$ cat config.mk
export PLATFORM = sky130hd
export DESIGN_NAME = iso8601_utc_timestamp_parser_unit
export DESIGN_NICKNAME = d
export VERILOG_FILES = /design/src/rtl/core/itsp_pkg.sv /design/src/rtl/core/itsp_front.sv /design/src/rtl/core/itsp_queue.sv /design/src/rtl/core/itsp_back.sv /design/src/rtl/core/iso8601_utc_timestamp_parser_unit.sv
export VERILOG_INCLUDE_DIRS = /design/src /design/src/rtl/core
export SDC_FILE = /design/constraint.sdc
export NUM_CORES = 1
export LEC_CHECK = 0
export BUFFER_PORTS_ARGS = -buffer_cell sky130_fd_sc_hd__buf_2
export CORE_MARGIN = 5
export CORE_UTILIZATION = 30
export CTS_CLUSTER_SIZE = 24
export DETAILED_ROUTE_END_ITERATION = 7
export PLACE_DENSITY = 0.56
export SETUP_SLACK_MARGIN = 0.02
export SLEW_MARGIN = 20
export SYNTH_ARGS = -nofsm -noshare
export SYNTH_HDL_FRONTEND = slang
export SYNTH_SLANG_ARGS = --single-unit
$ cat constraint.sdc
create_clock -name clock -period 9.5 [get_ports clock]
set_input_delay 1.425 -clock clock [delete_from_list [all_inputs] [get_ports clock]]
set_output_delay 1.425 -clock clock [all_outputs]
set_load 0.005 [all_outputs]
$ cat src/rtl/core/iso8601_utc_timestamp_parser_unit_macros.svh
// Assertion macros shared by the timestamp parser RTL.
// Included by the modules that carry concurrent checks; no other dependencies.
`ifndef ISO8601_UTC_TIMESTAMP_PARSER_UNIT_MACROS_SVH
`define ISO8601_UTC_TIMESTAMP_PARSER_UNIT_MACROS_SVH

// same-cycle implication
`define ITSP_ASSERT_IMPLIES(lbl, clk, rst, ante, cons) \
   lbl: assert property (@(posedge clk) disable iff (rst) (ante) |-> (cons)) \
      else $error("itsp: same-cycle check failed");

// next-cycle implication
`define ITSP_ASSERT_NEXT(lbl, clk, rst, ante, cons) \
   lbl: assert property (@(posedge clk) disable iff (rst) (ante) |=> (cons)) \
      else $error("itsp: next-cycle check failed");

`endif

$ cat src/rtl/core/itsp_pkg.sv
// Shared types, constants and table functions of the timestamp parser.
// No dependencies; used by every module of the block.
`default_nettype none

package itsp_pkg;

   localparam int unsigned CHAR_W  = 8;
   localparam int unsigned ACC_W   = 7;
   localparam int unsigned POS_W   = 5;
   localparam int unsigned EPOCH_W = 39;
   localparam int unsigned YEAR_W  = 14;
   localparam int unsigned DOY_W   = 9;
   localparam int unsigned HMS_W   = 17;
   localparam int unsigned DAY_W   = 25;

   localparam int unsigned QUEUE_DEPTH = 2;

   // character positions
   localparam logic [POS_W-1:0] POS_YEAR_LO = 5'd2;
   localparam logic [POS_W-1:0] POS_DASH_A  = 5'd4;
   localparam logic [POS_W-1:0] POS_DASH_B  = 5'd7;
   localparam logic [POS_W-1:0] POS_T       = 5'd10;
   localparam logic [POS_W-1:0] POS_COLON_A = 5'd13;
   localparam logic [POS_W-1:0] POS_COLON_B = 5'd16;
   localparam logic [POS_W-1:0] POS_Z       = 5'd19;
   localparam logic [POS_W-1:0] STAMP_LEN   = 5'd20;
   localparam logic [POS_W-1:0] POS_MAX     = 5'd31;

   // characters
   localparam logic [CHAR_W-1:0] CH_DASH  = 8'h2D;
   localparam logic [CHAR_W-1:0] CH_COLON = 8'h3A;
   localparam logic [CHAR_W-1:0] CH_T_UC  = 8'h54;
   localparam logic [CHAR_W-1:0] CH_T_LC  = 8'h74;
   localparam logic [CHAR_W-1:0] CH_Z_UC  = 8'h5A;
   localparam logic [CHAR_W-1:0] CH_Z_LC  = 8'h7A;
   localparam logic [CHAR_W-1:0] CH_0     = 8'h30;
   localparam logic [CHAR_W-1:0] CH_9     = 8'h39;

   // day count from 0000-03-01 (shifted by 400 years) to 1970-01-01
   localparam logic [DAY_W-1:0] DAY_OFFSET = 25'd865565;
   localparam logic signed [17:0] SEC_PER_DAY = 18'sd86400;

   // one finished string, handed from front to back
   typedef struct packed {
      logic             fmt_ok;
      logic [ACC_W-1:0] year_hi;
      logic [ACC_W-1:0] year_lo;
      logic [ACC_W-1:0] month;
      logic [ACC_W-1:0] day;
      logic [ACC_W-1:0] hour;
      logic [ACC_W-1:0] minute;
      logic [ACC_W-1:0] second;
   } stamp_rec_type;

   typedef enum logic [2:0] {
      BK_IDLE,
      BK_PREP,
      BK_DAYS,
      BK_SECS,
      BK_SEND
   } back_state_type;

   function automatic logic [ACC_W-1:0] push_digit(input logic [ACC_W-1:0] acc,
                                                    input logic [3:0] dig);
      logic [10:0] w;
      w = {4'd0, acc} * 11'd10 + {7'd0, dig};
      return w[ACC_W-1:0];
   endfunction

   // days in month; zero for a month code outside 1..12
   function automatic logic [4:0] month_len(input logic [ACC_W-1:0] month,
                                            input logic leap);
      logic [4:0] n;
      case (month)
         7'd1, 7'd3, 7'd5, 7'd7, 7'd8, 7'd10, 7'd12: n = 5'd31;
         7'd4, 7'd6, 7'd9, 7'd11:                   n = 5'd30;
         7'd2:                                       n = leap ? 5'd29 : 5'd28;
         default:                                    n = 5'd0;
      endcase
      return n;
   endfunction

   // days before the first of the month, year starting in March
   function automatic logic [DOY_W-1:0] doy_base(input logic [ACC_W-1:0] month);
      logic [DOY_W-1:0] n;
      case (month)
         7'd3:    n = 9'd0;
         7'd4:    n = 9'd31;
         7'd5:    n = 9'd61;
         7'd6:    n = 9'd92;
         7'd7:    n = 9'd122;
         7'd8:    n = 9'd153;
         7'd9:    n = 9'd184;
         7'd10:   n = 9'd214;
         7'd11:   n = 9'd245;
         7'd12:   n = 9'd275;
         7'd1:    n = 9'd306;
         7'd2:    n = 9'd337;
         default: n = 9'd0;
      endcase
      return n;
   endfunction

endpackage

`default_nettype wire

$ cat src/rtl/core/itsp_front.sv
// Front end: takes one character per transfer, checks the form, accumulates digits.
// Depends on itsp_pkg; pushes one stamp_rec_type per string into itsp_queue.
`default_nettype none

module itsp_front (
   input  wire logic                         clock,
   input  wire logic                         reset,
   input  wire logic                         char_valid,
   output      logic                         char_ready,
   input  wire logic [itsp_pkg::CHAR_W-1:0]  char_byte,
   input  wire logic                         last_char,
   input  wire logic                         queue_full,
   output      logic                         rec_push,
   output      itsp_pkg::stamp_rec_type      rec
);

   logic [itsp_pkg::POS_W-1:0] pos_ff, pos_in;
   logic                       err_ff, err_in;
   logic [itsp_pkg::ACC_W-1:0] yhi_ff, yhi_in, ylo_ff, ylo_in;
   logic [itsp_pkg::ACC_W-1:0] mon_ff, mon_in, day_ff, day_in;
   logic [itsp_pkg::ACC_W-1:0] hr_ff, hr_in, min_ff, min_in, sec_ff, sec_in;
   logic                       take;
   logic                       is_digit;
   logic [3:0]                 dig;
   logic [itsp_pkg::CHAR_W-1:0] dig_full;

   assign char_ready = !queue_full;
   assign take       = char_valid && char_ready;
   assign is_digit   = char_byte inside {[itsp_pkg::CH_0:itsp_pkg::CH_9]};
   assign dig_full   = char_byte - itsp_pkg::CH_0;
   assign dig        = dig_full[3:0];

   // accumulators after this character
   always_comb begin
      err_in = err_ff;
      yhi_in = yhi_ff;
      ylo_in = ylo_ff;
      mon_in = mon_ff;
      day_in = day_ff;
      hr_in  = hr_ff;
      min_in = min_ff;
      sec_in = sec_ff;
      if (pos_ff >= itsp_pkg::STAMP_LEN) begin
         err_in = 1'b1;
      end else if (pos_ff inside {itsp_pkg::POS_DASH_A, itsp_pkg::POS_DASH_B}) begin
         if (char_byte != itsp_pkg::CH_DASH) err_in = 1'b1;
      end else if (pos_ff inside {itsp_pkg::POS_COLON_A, itsp_pkg::POS_COLON_B}) begin
         if (char_byte != itsp_pkg::CH_COLON) err_in = 1'b1;
      end else if (pos_ff == itsp_pkg::POS_T) begin
         if (!(char_byte inside {itsp_pkg::CH_T_UC, itsp_pkg::CH_T_LC})) err_in = 1'b1;
      end else if (pos_ff == itsp_pkg::POS_Z) begin
         if (!(char_byte inside {itsp_pkg::CH_Z_UC, itsp_pkg::CH_Z_LC})) err_in = 1'b1;
      end else if (!is_digit) begin
         err_in = 1'b1;
      end else if (pos_ff < itsp_pkg::POS_YEAR_LO) begin
         yhi_in = itsp_pkg::push_digit(yhi_ff, dig);
      end else if (pos_ff < itsp_pkg::POS_DASH_A) begin
         ylo_in = itsp_pkg::push_digit(ylo_ff, dig);
      end else if (pos_ff < itsp_pkg::POS_DASH_B) begin
         mon_in = itsp_pkg::push_digit(mon_ff, dig);
      end else if (pos_ff < itsp_pkg::POS_T) begin
         day_in = itsp_pkg::push_digit(day_ff, dig);
      end else if (pos_ff < itsp_pkg::POS_COLON_A) begin
         hr_in = itsp_pkg::push_digit(hr_ff, dig);
      end else if (pos_ff < itsp_pkg::POS_COLON_B) begin
         min_in = itsp_pkg::push_digit(min_ff, dig);
      end else begin
         sec_in = itsp_pkg::push_digit(sec_ff, dig);
      end
   end

   always_comb begin
      rec.fmt_ok  = !err_in && (pos_ff == itsp_pkg::POS_Z);
      rec.year_hi = yhi_in;
      rec.year_lo = ylo_in;
      rec.month   = mon_in;
      rec.day     = day_in;
      rec.hour    = hr_in;
      rec.minute  = min_in;
      rec.second  = sec_in;
   end

   assign rec_push = take && last_char;

   always_comb begin
      pos_in = pos_ff;
      if (pos_ff != itsp_pkg::POS_MAX) pos_in = pos_ff + 5'd1;
   end

   always_ff @(posedge clock) begin
      if (reset || rec_push) begin
         pos_ff <= '0;
         err_ff <= 1'b0;
         yhi_ff <= '0;
         ylo_ff <= '0;
         mon_ff <= '0;
         day_ff <= '0;
         hr_ff  <= '0;
         min_ff <= '0;
         sec_ff <= '0;
      end else if (take) begin
         pos_ff <= pos_in;
         err_ff <= err_in;
         yhi_ff <= yhi_in;
         ylo_ff <= ylo_in;
         mon_ff <= mon_in;
         day_ff <= day_in;
         hr_ff  <= hr_in;
         min_ff <= min_in;
         sec_ff <= sec_in;
      end
   end

endmodule

`default_nettype wire

$ cat src/rtl/core/itsp_queue.sv
// Short queue of finished strings between the front and back ends.
// Depends on itsp_pkg for the record type.
`default_nettype none

module itsp_queue #(
   parameter int unsigned DEPTH = itsp_pkg::QUEUE_DEPTH
) (
   input  wire logic                    clock,
   input  wire logic                    reset,
   input  wire logic                    push,
   input  wire itsp_pkg::stamp_rec_type push_rec,
   output      logic                    full,
   input  wire logic                    pop,
   output      itsp_pkg::stamp_rec_type pop_rec,
   output      logic                    not_empty
);

   `include "iso8601_utc_timestamp_parser_unit_macros.svh"

   localparam int unsigned PTR_W = (DEPTH > 1) ? $clog2(DEPTH) : 1;
   localparam int unsigned CNT_W = $clog2(DEPTH + 1);
   localparam logic [PTR_W-1:0] PTR_LAST = PTR_W'(DEPTH - 1);
   localparam logic [CNT_W-1:0] CNT_FULL = CNT_W'(DEPTH);

   itsp_pkg::stamp_rec_type slot_ff [DEPTH];
   logic [PTR_W-1:0] wr_ptr_ff, wr_ptr_in, rd_ptr_ff, rd_ptr_in;
   logic [CNT_W-1:0] count_ff, count_in;

   assign full      = (count_ff == CNT_FULL);
   assign not_empty = (count_ff != '0);
   assign pop_rec   = slot_ff[rd_ptr_ff];

   always_comb begin
      wr_ptr_in = wr_ptr_ff;
      rd_ptr_in = rd_ptr_ff;
      count_in  = count_ff;
      if (push) wr_ptr_in = (wr_ptr_ff == PTR_LAST) ? '0 : wr_ptr_ff + 1'b1;
      if (pop)  rd_ptr_in = (rd_ptr_ff == PTR_LAST) ? '0 : rd_ptr_ff + 1'b1;
      if (push && !pop) count_in = count_ff + 1'b1;
      if (pop && !push) count_in = count_ff - 1'b1;
   end

   always_ff @(posedge clock) begin
      if (reset) begin
         wr_ptr_ff <= '0;
         rd_ptr_ff <= '0;
         count_ff  <= '0;
      end else begin
         wr_ptr_ff <= wr_ptr_in;
         rd_ptr_ff <= rd_ptr_in;
         count_ff  <= count_in;
      end
   end

   always_ff @(posedge clock) begin
      if (push) slot_ff[wr_ptr_ff] <= push_rec;
   end

   `ITSP_ASSERT_IMPLIES(a_no_push_full, clock, reset, push, !full)
   `ITSP_ASSERT_IMPLIES(a_no_pop_empty, clock, reset, pop, not_empty)
   `ITSP_ASSERT_IMPLIES(a_count_bound, clock, reset, 1'b1, count_ff <= CNT_FULL)

endmodule

`default_nettype wire

$ cat src/rtl/core/itsp_back.sv
// Back end: range checks and epoch conversion of one finished string, then the result register.
// Depends on itsp_pkg; pulls records from itsp_queue.
`default_nettype none

module itsp_back (
   input  wire logic                                clock,
   input  wire logic                                reset,
   input  wire logic                                rec_valid,
   input  wire itsp_pkg::stamp_rec_type             rec,
   output      logic                                rec_pop,
   output      logic                                rsp_valid,
   input  wire logic                                rsp_ready,
   output      logic                                rsp_ok,
   output      logic signed [itsp_pkg::EPOCH_W-1:0] rsp_epoch
);

   `include "iso8601_utc_timestamp_parser_unit_macros.svh"

   itsp_pkg::back_state_type state_ff, state_in;
   itsp_pkg::stamp_rec_type  rec_ff;
   logic                     load_rsp;

   // prep stage
   logic                        leap_w, early_w, borrow_w, ok_w;
   logic [4:0]                  mdays_w;
   logic [itsp_pkg::ACC_W-1:0]  hp_w, lp_w;
   logic [itsp_pkg::YEAR_W-1:0] yp_w;
   logic [itsp_pkg::DOY_W-1:0]  doy_w;
   logic [itsp_pkg::HMS_W-1:0]  hms_w;
   logic                        ok_ff;
   logic [itsp_pkg::ACC_W-1:0]  hp_ff, lp_ff;
   logic [itsp_pkg::YEAR_W-1:0] yp_ff;
   logic [itsp_pkg::DOY_W-1:0]  doy_ff;
   logic [itsp_pkg::HMS_W-1:0]  hms_ff;

   // day and second stages
   logic [itsp_pkg::DAY_W-1:0]         day_sum_w;
   logic signed [itsp_pkg::DAY_W-1:0]  day_ff;
   logic signed [42:0]                 prod_w;
   logic [itsp_pkg::EPOCH_W-1:0]       sec_w, sec_ff;

   logic                                rsp_valid_ff;
   logic                                rsp_ok_ff;
   logic signed [itsp_pkg::EPOCH_W-1:0] rsp_epoch_ff;

   // next state
   always_comb begin
      state_in = state_ff;
      case (state_ff)
         itsp_pkg::BK_IDLE: if (rec_valid) state_in = itsp_pkg::BK_PREP;
         itsp_pkg::BK_PREP: state_in = itsp_pkg::BK_DAYS;
         itsp_pkg::BK_DAYS: state_in = itsp_pkg::BK_SECS;
         itsp_pkg::BK_SECS: state_in = itsp_pkg::BK_SEND;
         itsp_pkg::BK_SEND: if (!rsp_valid_ff || rsp_ready) state_in = itsp_pkg::BK_IDLE;
         default:           state_in = itsp_pkg::BK_IDLE;
      endcase
   end

   // outputs of the sequencer
   always_comb begin
      rec_pop  = 1'b0;
      load_rsp = 1'b0;
      case (state_ff)
         itsp_pkg::BK_IDLE: rec_pop  = rec_valid;
         itsp_pkg::BK_SEND: load_rsp = !rsp_valid_ff || rsp_ready;
         default: begin
            rec_pop  = 1'b0;
            load_rsp = 1'b0;
         end
      endcase
   end

   always_ff @(posedge clock) begin
      if (reset) state_ff <= itsp_pkg::BK_IDLE;
      else       state_ff <= state_in;
   end

   // range checks; year shifted by 400 and started in March
   always_comb begin
      leap_w   = (rec_ff.year_lo != '0) ? (rec_ff.year_lo[1:0] == 2'b00)
                                        : (rec_ff.year_hi[1:0] == 2'b00);
      mdays_w  = itsp_pkg::month_len(rec_ff.month, leap_w);
      ok_w     = rec_ff.fmt_ok &&
                 (rec_ff.month != '0) && (rec_ff.month <= 7'd12) &&
                 (rec_ff.day != '0) && (rec_ff.day <= {2'b00, mdays_w}) &&
                 (rec_ff.hour <= 7'd23) && (rec_ff.minute <= 7'd59) &&
                 (rec_ff.second <= 7'd60);
      early_w  = (rec_ff.month <= 7'd2);
      borrow_w = early_w && (rec_ff.year_lo == '0);
      hp_w     = rec_ff.year_hi + 7'd4 - {6'd0, borrow_w};
      if (!early_w)      lp_w = rec_ff.year_lo;
      else if (borrow_w) lp_w = 7'd99;
      else               lp_w = rec_ff.year_lo - 7'd1;
      yp_w     = itsp_pkg::YEAR_W'(hp_w) * 14'd100 + itsp_pkg::YEAR_W'(lp_w);
      doy_w    = itsp_pkg::doy_base(rec_ff.month) + itsp_pkg::DOY_W'(rec_ff.day) - 9'd1;
      hms_w    = itsp_pkg::HMS_W'(rec_ff.hour) * 17'd3600 +
                 itsp_pkg::HMS_W'(rec_ff.minute) * 17'd60 +
                 itsp_pkg::HMS_W'(rec_ff.second);
   end

   // 365*Y + Y/4 - Y/100 + Y/400 with Y = 100*hp + lp
   assign day_sum_w = itsp_pkg::DAY_W'(yp_ff) * 25'd365 +
                      itsp_pkg::DAY_W'(hp_ff) * 25'd24 +
                      itsp_pkg::DAY_W'(hp_ff >> 2) +
                      itsp_pkg::DAY_W'(lp_ff >> 2) +
                      itsp_pkg::DAY_W'(doy_ff) - itsp_pkg::DAY_OFFSET;

   assign prod_w = day_ff * itsp_pkg::SEC_PER_DAY;
   assign sec_w  = prod_w[itsp_pkg::EPOCH_W-1:0] +
                   {{(itsp_pkg::EPOCH_W - itsp_pkg::HMS_W){1'b0}}, hms_ff};

   always_ff @(posedge clock) begin
      if (rec_pop) rec_ff <= rec;
      if (state_ff == itsp_pkg::BK_PREP) begin
         ok_ff  <= ok_w;
         hp_ff  <= hp_w;
         lp_ff  <= lp_w;
         yp_ff  <= yp_w;
         doy_ff <= doy_w;
         hms_ff <= hms_w;
      end
      if (state_ff == itsp_pkg::BK_DAYS) day_ff <= $signed(day_sum_w);
      if (state_ff == itsp_pkg::BK_SECS) sec_ff <= sec_w;
      if (load_rsp) begin
         rsp_ok_ff    <= ok_ff;
         rsp_epoch_ff <= ok_ff ? $signed(sec_ff) : '0;
      end
   end

   always_ff @(posedge clock) begin
      if (reset)          rsp_valid_ff <= 1'b0;
      else if (load_rsp)  rsp_valid_ff <= 1'b1;
      else if (rsp_ready) rsp_valid_ff <= 1'b0;
   end

   assign rsp_valid = rsp_valid_ff;
   assign rsp_ok    = rsp_ok_ff;
   assign rsp_epoch = rsp_epoch_ff;

   `ITSP_ASSERT_IMPLIES(a_zero_when_bad, clock, reset, rsp_valid_ff && !rsp_ok_ff, rsp_epoch_ff == '0)
   `ITSP_ASSERT_NEXT(a_pop_to_prep, clock, reset, rec_pop, state_ff == itsp_pkg::BK_PREP)
   `ITSP_ASSERT_NEXT(a_load_shows, clock, reset, load_rsp, rsp_valid_ff && (state_ff == itsp_pkg::BK_IDLE))

endmodule

`default_nettype wire

$ cat src/rtl/core/iso8601_utc_timestamp_parser_unit.sv
// Top level of the ISO 8601 UTC timestamp parser: front end, record queue, back end.
// Depends on itsp_pkg, itsp_front, itsp_queue and itsp_back.
//
//  channel | dir | handshake          | payload
//  --------+-----+--------------------+------------------------------------------
//  req     | in  | req_tvalid/tready  | tdata[7:0] char_byte, tlast last_char
//  rsp     | out | rsp_tvalid/tready  | tdata[38:0] epoch_seconds, tuser parse_ok
//
// Front takes one character a cycle while the record queue has room; the queue
//   fills only when the back end falls behind, which drops req_tready.
// Back end takes each string through pop, checks, day count, day*86400 multiply and
//   result load, one string at a time, then holds until the result register frees up.
// Sustained: one byte per cycle for long enough strings while the receiver keeps up;
//   shorter strings are limited by the back-end sequencer.
// Reset is synchronous and clears counters, flags and handshakes; no memory sweep.
`default_nettype none

module iso8601_utc_timestamp_parser_unit #(
   parameter int unsigned QUEUE_DEPTH = itsp_pkg::QUEUE_DEPTH
) (
   input  wire logic        clock,
   input  wire logic        reset,
   // character stream
   input  wire logic        req_tvalid,
   output      logic        req_tready,
   input  wire logic [7:0]  req_tdata,   // [7:0] char_byte
   input  wire logic        req_tlast,   // last_char
   // result stream
   output      logic        rsp_tvalid,
   input  wire logic        rsp_tready,
   output      logic [39:0] rsp_tdata,   // [38:0] epoch_seconds (signed), [39] zero
   output      logic        rsp_tuser    // parse_ok
);

   itsp_pkg::stamp_rec_type push_rec, pop_rec;
   logic rec_push, rec_pop, q_full, q_not_empty;
   logic rsp_ok;
   logic signed [itsp_pkg::EPOCH_W-1:0] rsp_epoch;

   itsp_front u_front (
      .clock      (clock),
      .reset      (reset),
      .char_valid (req_tvalid),
      .char_ready (req_tready),
      .char_byte  (req_tdata),
      .last_char  (req_tlast),
      .queue_full (q_full),
      .rec_push   (rec_push),
      .rec        (push_rec)
   );

   // finished strings wait here while the back end converts
   itsp_queue #(
      .DEPTH (QUEUE_DEPTH)
   ) u_queue (
      .clock     (clock),
      .reset     (reset),
      .push      (rec_push),
      .push_rec  (push_rec),
      .full      (q_full),
      .pop       (rec_pop),
      .pop_rec   (pop_rec),
      .not_empty (q_not_empty)
   );

   itsp_back u_back (
      .clock     (clock),
      .reset     (reset),
      .rec_valid (q_not_empty),
      .rec       (pop_rec),
      .rec_pop   (rec_pop),
      .rsp_valid (rsp_tvalid),
      .rsp_ready (rsp_tready),
      .rsp_ok    (rsp_ok),
      .rsp_epoch (rsp_epoch)
   );

   // zero fill to a whole byte
   assign rsp_tdata = {1'b0, rsp_epoch};
   assign rsp_tuser = rsp_ok;

endmodule

`default_nettype wire

After elaboration in Yosys (flattened, before gate mapping) --
Memory sizes are Yosys's and may differ from the RTL's. A register that Yosys moved wholly into a read port is not among the register bits. Cells that the tools add are included. Widths: inputs -> output; s select.
Storage, ports and cells: output and inout port bits 43, memory bits (writable) 100, bits of input ports 13, latch bits 0, memories kept 2, flip-flop bits (word level) 222, memory bits (read-only) 144
Memories:
- (no name shown) | depth 16, bits a word 9, read ports 1, clocked after memory_dff 0, write ports 0, RTL line itsp_pkg.sv:86 | case (month)
- u_queue.slot_ff | depth 2, bits a word 50, read ports 1, clocked after memory_dff 1, write ports 1, RTL line itsp_queue.sv:25 | itsp_pkg::stamp_rec_type slot_ff [DEPTH];
Operators by class: divide/modulo/power cells 0, reductions and logical operators 40, add/sub/neg operators 27, muxes and demuxes 98, equality and inequality tests 32, multiply operators 13, bitwise operators 0, order comparisons 15, shifts and indexed selects 0
Operator list (count):
- $mux 7 | 71
- $add 25x5->25 | 2
- $add 7x4->7 | 7
- $mul 7x3->6 const B | 7
- $add 39x17->39 | 1
- $eq 7x4->1 const B | 5
- $eq 8x7->1 const B | 4
- $mul 25x11->32 const B | 1
- $eq 7x3->1 const B | 4
- $add 25x9->25 | 1
- $sub 25x20->25 const B | 1
- $add 23x12->24 | 1
- $mul 14x9->23 const B | 1
- $reduce_bool 7->1 | 3
- $mux 1 | 20
- $add 17x13->17 | 1
- $add 17x7->17 | 1
- $ne 8x6->1 const B | 2
- $pmux 3 s5 | 1
- $pmux 5 s3 | 1
- $add 14x7->14 | 1
- $eq 7x2->1 const B | 2
- $le 7x6->1 const B | 2
- $logic_and 1x1->1 | 14
- other kinds (47) | 71

Longest topological paths before layout --
depth after elaboration 14, mapped depth 30, depth with buffers taken out 30

Cells and area by module --
Synthesis repeated with hierarchy kept, for this count alone.
Unflattened totals: cells, all modules 2595, area, all modules 29274.3 um^2
By module, submodules not included:
- itsp_back | cells an instance 1896, instances 1, area each 20653.6 um^2, sequential area each 6476.2 um^2
- itsp_front | cells an instance 519, instances 1, area each 4807.1 um^2, sequential area each 1101.1 um^2
- itsp_queue | cells an instance 178, instances 1, area each 3802.4 um^2, sequential area each 3103.0 um^2
- iso8601_utc_timestamp_parser_unit | cells an instance 2, instances 1, area each 11.3 um^2, sequential area each 0.0 um^2

Worst setup path before layout --
OpenSTA, ideal clock, no wires.
kind reg2reg, from register u_back.yp_ff[4] (netlist bit), to register u_back.day_ff[24] (netlist bit) (data pin), stages on the path, launching flop included 25, required time 9243 ps, buffers on the path 0, period minus slack after synthesis 6506 ps, data arrival time 6249 ps, setup slack 2994 ps, cells stage by stage edfxtp_1 ha_1 inv_1 fa_1 inv_1 ha_1 fa_1 inv_1 fa_1 inv_1 ha_1 a21oi_1 xor2_1 ha_1 inv_1 ha_1 ha_1 or4_1 o21a_1 a311o_1 a31oi_1 o21ai_0 o211a_1 a221o_1 xor2_1
On the way: cells in the longest elaborated chain, start to end 6
RTL lines:
- start, declared | RTL line itsp_back.sv:32 | logic [itsp_pkg::YEAR_W-1:0] yp_ff;
- start signal, assigned | RTL line itsp_back.sv:118 | yp_ff <= yp_w;
- $mul 14x9->23 | RTL line itsp_back.sv:102 | assign day_sum_w = itsp_pkg::DAY_W'(yp_ff) * 25'd365 +
- $add 23x12->24 | RTL line itsp_back.sv:102
- $add 25x5->25 | RTL line itsp_back.sv:103 | itsp_pkg::DAY_W'(hp_ff) * 25'd24 +
- $add 25x5->25 | RTL line itsp_back.sv:104 | itsp_pkg::DAY_W'(hp_ff >> 2) +
- $add 25x9->25 | RTL line itsp_back.sv:105 | itsp_pkg::DAY_W'(lp_ff >> 2) +
- $sub 25x20->25 | RTL line itsp_back.sv:106 | itsp_pkg::DAY_W'(doy_ff) - itsp_pkg::DAY_OFFSET;
- named net u_back.day_sum_w, one bit | RTL line itsp_back.sv:37 | logic [itsp_pkg::DAY_W-1:0] day_sum_w;
- end signal, assigned | RTL line itsp_back.sv:122 | if (state_ff == itsp_pkg::BK_DAYS) day_ff <= $signed(day_sum_w);
- end, declared | RTL line itsp_back.sv:38 | logic signed [itsp_pkg::DAY_W-1:0] day_ff;
The timed path passes the listed nets, and every way through them passes these cells. A chain may end at the register's enable or synchronous reset.

Final worst setup path --
Same ends and word-level chain as after synthesis.

==> qor.txt <==
most frequent cells in the layout -> inv_1 (460), ha_1 (416), edfxtp_1 (307)
Via Count -> 17,810
# Max-Cap Violations -> 0
worst slew pin tran -> 1003 ps
initial DRC count -> 823
TritonCTS clock tree -> built
count of state elements after synthesis -> 370
Final GP Congestion -> 0.8256
sequential share of the synthesized area -> 36.28%
Net Count, Synth -> 3,266
final number of max-transition violations -> 0
post-layout util -> 33.74%
Sink Count -> 370
Setup crit start -> u_back.yp_ff[4]$_DFFE_PP_
largest net degree at the start of global routing -> 58
total negative slack -> 0 ps
RSZ-0062 raised after global routing -> false
first-pass GRT wire length -> 90,800 um
flop2flop setup slack -> 2550 ps
hold path cells -> 0
skew final -> 27.41 ps
ANT cells -> 0
post-route clock period utilization -> 73.17%
Num CTS Buffers -> 40
fillcell total -> 9,616
Routed WL -> 53,820 um
area grow syn2layout -> 11.30%
drt wl/cell -> 13.37 um
worst-path fanout max -> 4
Post-Synthesis Cells -> 2,673
synth top area cells -> edfxtp_1 (32%), ha_1 (18%), fa_1 (11%), inv_1 (6.0%), xnor2_1 (4.5%)
number of post-CTS setup repair buffers -> 0
clock slew at reported path FFs -> 70 ps
Post-Syn Area -> 0.02889 sq mm
cell taking the most area after synthesis -> edfxtp_1
synthesized area per cell -> 10.81 sq um
outcome -> completed
die area -> 0.1026 sq mm
Clock Path Buffers -> 3
Critical Path AT -> 7280 ps
R2R depth -> 24
initial core utilization -> 30.32%
number of gates resized after CTS -> 0
Yosys Warn Count -> 0
Hold Path Class -> flop to flop
DRT antenna net count -> 0
number of core rows -> 113
core area -> 0.09529 sq mm
post-synth top area share -> 31.91%
final setup fails -> 0
IO buf count -> 54
gr ovfl total -> 0
initial antenna violation count -> 2
gr usage total -> 10.53%
# IOs -> 56
commonest non-fill, non-tap cell in the layout -> inv_1
Slew HR -> 33.15%
DP Cell Count -> 3,952
nets -> 3,322
Skew-Pair Late Insertion Delay -> 570 ps
hold_buf cts -> 0
critical setup path kind -> flop to flop
layout cell share with drive strength beyond 1 -> 9.055%
CP startpoint kind -> flop
hold_sp -> u_back.hms_ff[3]$_DFFE_PP_
Max Fclk -> 143.9 MHz
minimum clock period -> 6951 ps
final non-filler cell total -> 4,026
sequential cell area -> 0.01048 sq mm
WP data required -> 9830 ps
Final Hold Viols -> 0
Synth cell types -> 85
die width -> 320.3 um
Synth async-reset ratio -> 0%
Post-synth EDFFs -> 307
RR Startpoint -> u_back.yp_ff[4]$_DFFE_PP_
CP endpoint kind -> flop
Multi-input gate area -> 0.01652 sq mm
vias in the first global route -> 17,950
H-Tree Depth -> 2
Main synth FF type -> edfxtp_1
Reg2Reg Capture Point -> u_back.day_ff[24]$_DFFE_PN_
chip height -> 320.3 um
sink of the worst hold path -> u_back.sec_ff[3]$_DFFE_PP_
Vias per Instance -> 4.425
drt first pass iters -> 5
final routed DRC violation total -> 0
Clock Root Buffer -> clkbuf_16
DPL Wire Length -> 41,820 um
-- flip-flops by register name, indices dropped and copies added (netlist names), 9 cells and up --
register,count
u_back.doy_ff,9
u_back.rsp_epoch,39
u_back.sec_ff,39
u_queue.slot_ff,100
u_back.yp_ff,14
u_back.day_ff,25
u_back.rec_ff,50
u_back.hms_ff,17
-- layer usage --
metal  up-vias  routed length, um  GRT usage, %
li1       9216                  -             -
met1      8385              26540         14.65
met2       157              24830         17.61
met3        56               1554         1.444
met4         0                888         2.268
met5         -                  0             0
-- cell usage after synthesis, types with 3 or more instances --
cell and number:
a211oi_1 12, a21boi_0 3, a21o_1 49, a21oi_1 148, a221o_1 3, a31oi_1 15, and2_1 47, and3_1 14
and4_1 8, buf_1 10, buf_2 8, clkbuf_1 31, dfxtp_1 63, edfxtp_1 307, fa_1 164, ha_1 416
inv_1 460, mux2_2 78, mux2i_1 5, nand2_1 137, nand2b_1 17, nand3_1 18, nand3b_1 4, nand4_1 12
nor2_1 128, nor2b_1 21, nor3_1 46, nor3b_1 16, nor4_1 9, o211ai_1 8, o21a_1 18, o21ai_0 63
o21ai_1 6, o21ai_2 4, o21bai_1 28, o22ai_1 3, o31a_1 3, o31ai_1 5, or3_1 11, or4_1 3
xnor2_1 148, xor2_1 65
-- worst max-delay path by stage --
stage                                  endpoint  slack, ps  cells after the start
CTS                 u_back.day_ff[23]$_DFFE_PN_       2520                     24
finish              u_back.day_ff[24]$_DFFE_PN_       2550                     24
global placement    u_back.day_ff[23]$_DFFE_PN_       2570                     24
global route        u_back.day_ff[24]$_DFFE_PN_       2160                     24
floorplan           u_back.day_ff[24]$_DFFE_PN_       2990                     24
detailed placement  u_back.day_ff[24]$_DFFE_PN_       2550                     24
-- logic make-up after synthesis --
family                   Yosys count  synth area share [%]
adder cells (fa/ha/maj)          580                 29.38
buffers and inverters            512                 6.709
AND/OR/NAND/NOR                  511                 9.047
AO/OA/AOI/OAI                    402                 8.826
flip-flops                       370                 36.28
XOR/XNOR                         213                 6.457
multiplexers                      84                 3.291
other                              1               0.01298
-- critical path, cell delays in order (launching register included) --
cell      delay [ps]
edfxtp_1         420
ha_1             350
inv_1             90
fa_1             520
inv_1             40
ha_1             300
fa_1             530
inv_1             50
fa_1             530
inv_1             40
ha_1             320
a21oi_1          290
xor2_1           120
ha_1             280
inv_1             40
ha_1             280
ha_1             220
or4_1            520
o21a_1           230
a311o_1          360
a31oi_1          350
o21ai_0          170
o211a_1          200
a221o_1          320
xor2_1           140
-- final cells by class --
class	instances	area share, %
Clock inverter	26	1.284
Sequential cell	370	32.60
Inverter	460	5.370
Multi-Input combinational cell	1791	51.37
Clock buffer	48	3.339
Timing Repair Buffer	66	1.121
Tap cell	1265	4.922
-- stage by stage --
stage	hold WS, ps	instance area [sq um]	setup slack [ps]
5_1_grt	425.4	32150	2161
4_1_cts	422.8	32150	2518
3_3_place_gp	403.3	30660	2565
3_5_place_dp	408.8	30670	2545
6_report	422.0	32150	2549
2_1_floorplan	400.3	28890	2994
Power is not shown: default switching activity piles up to over one toggle a cycle in this logic, so the estimate is an artifact.
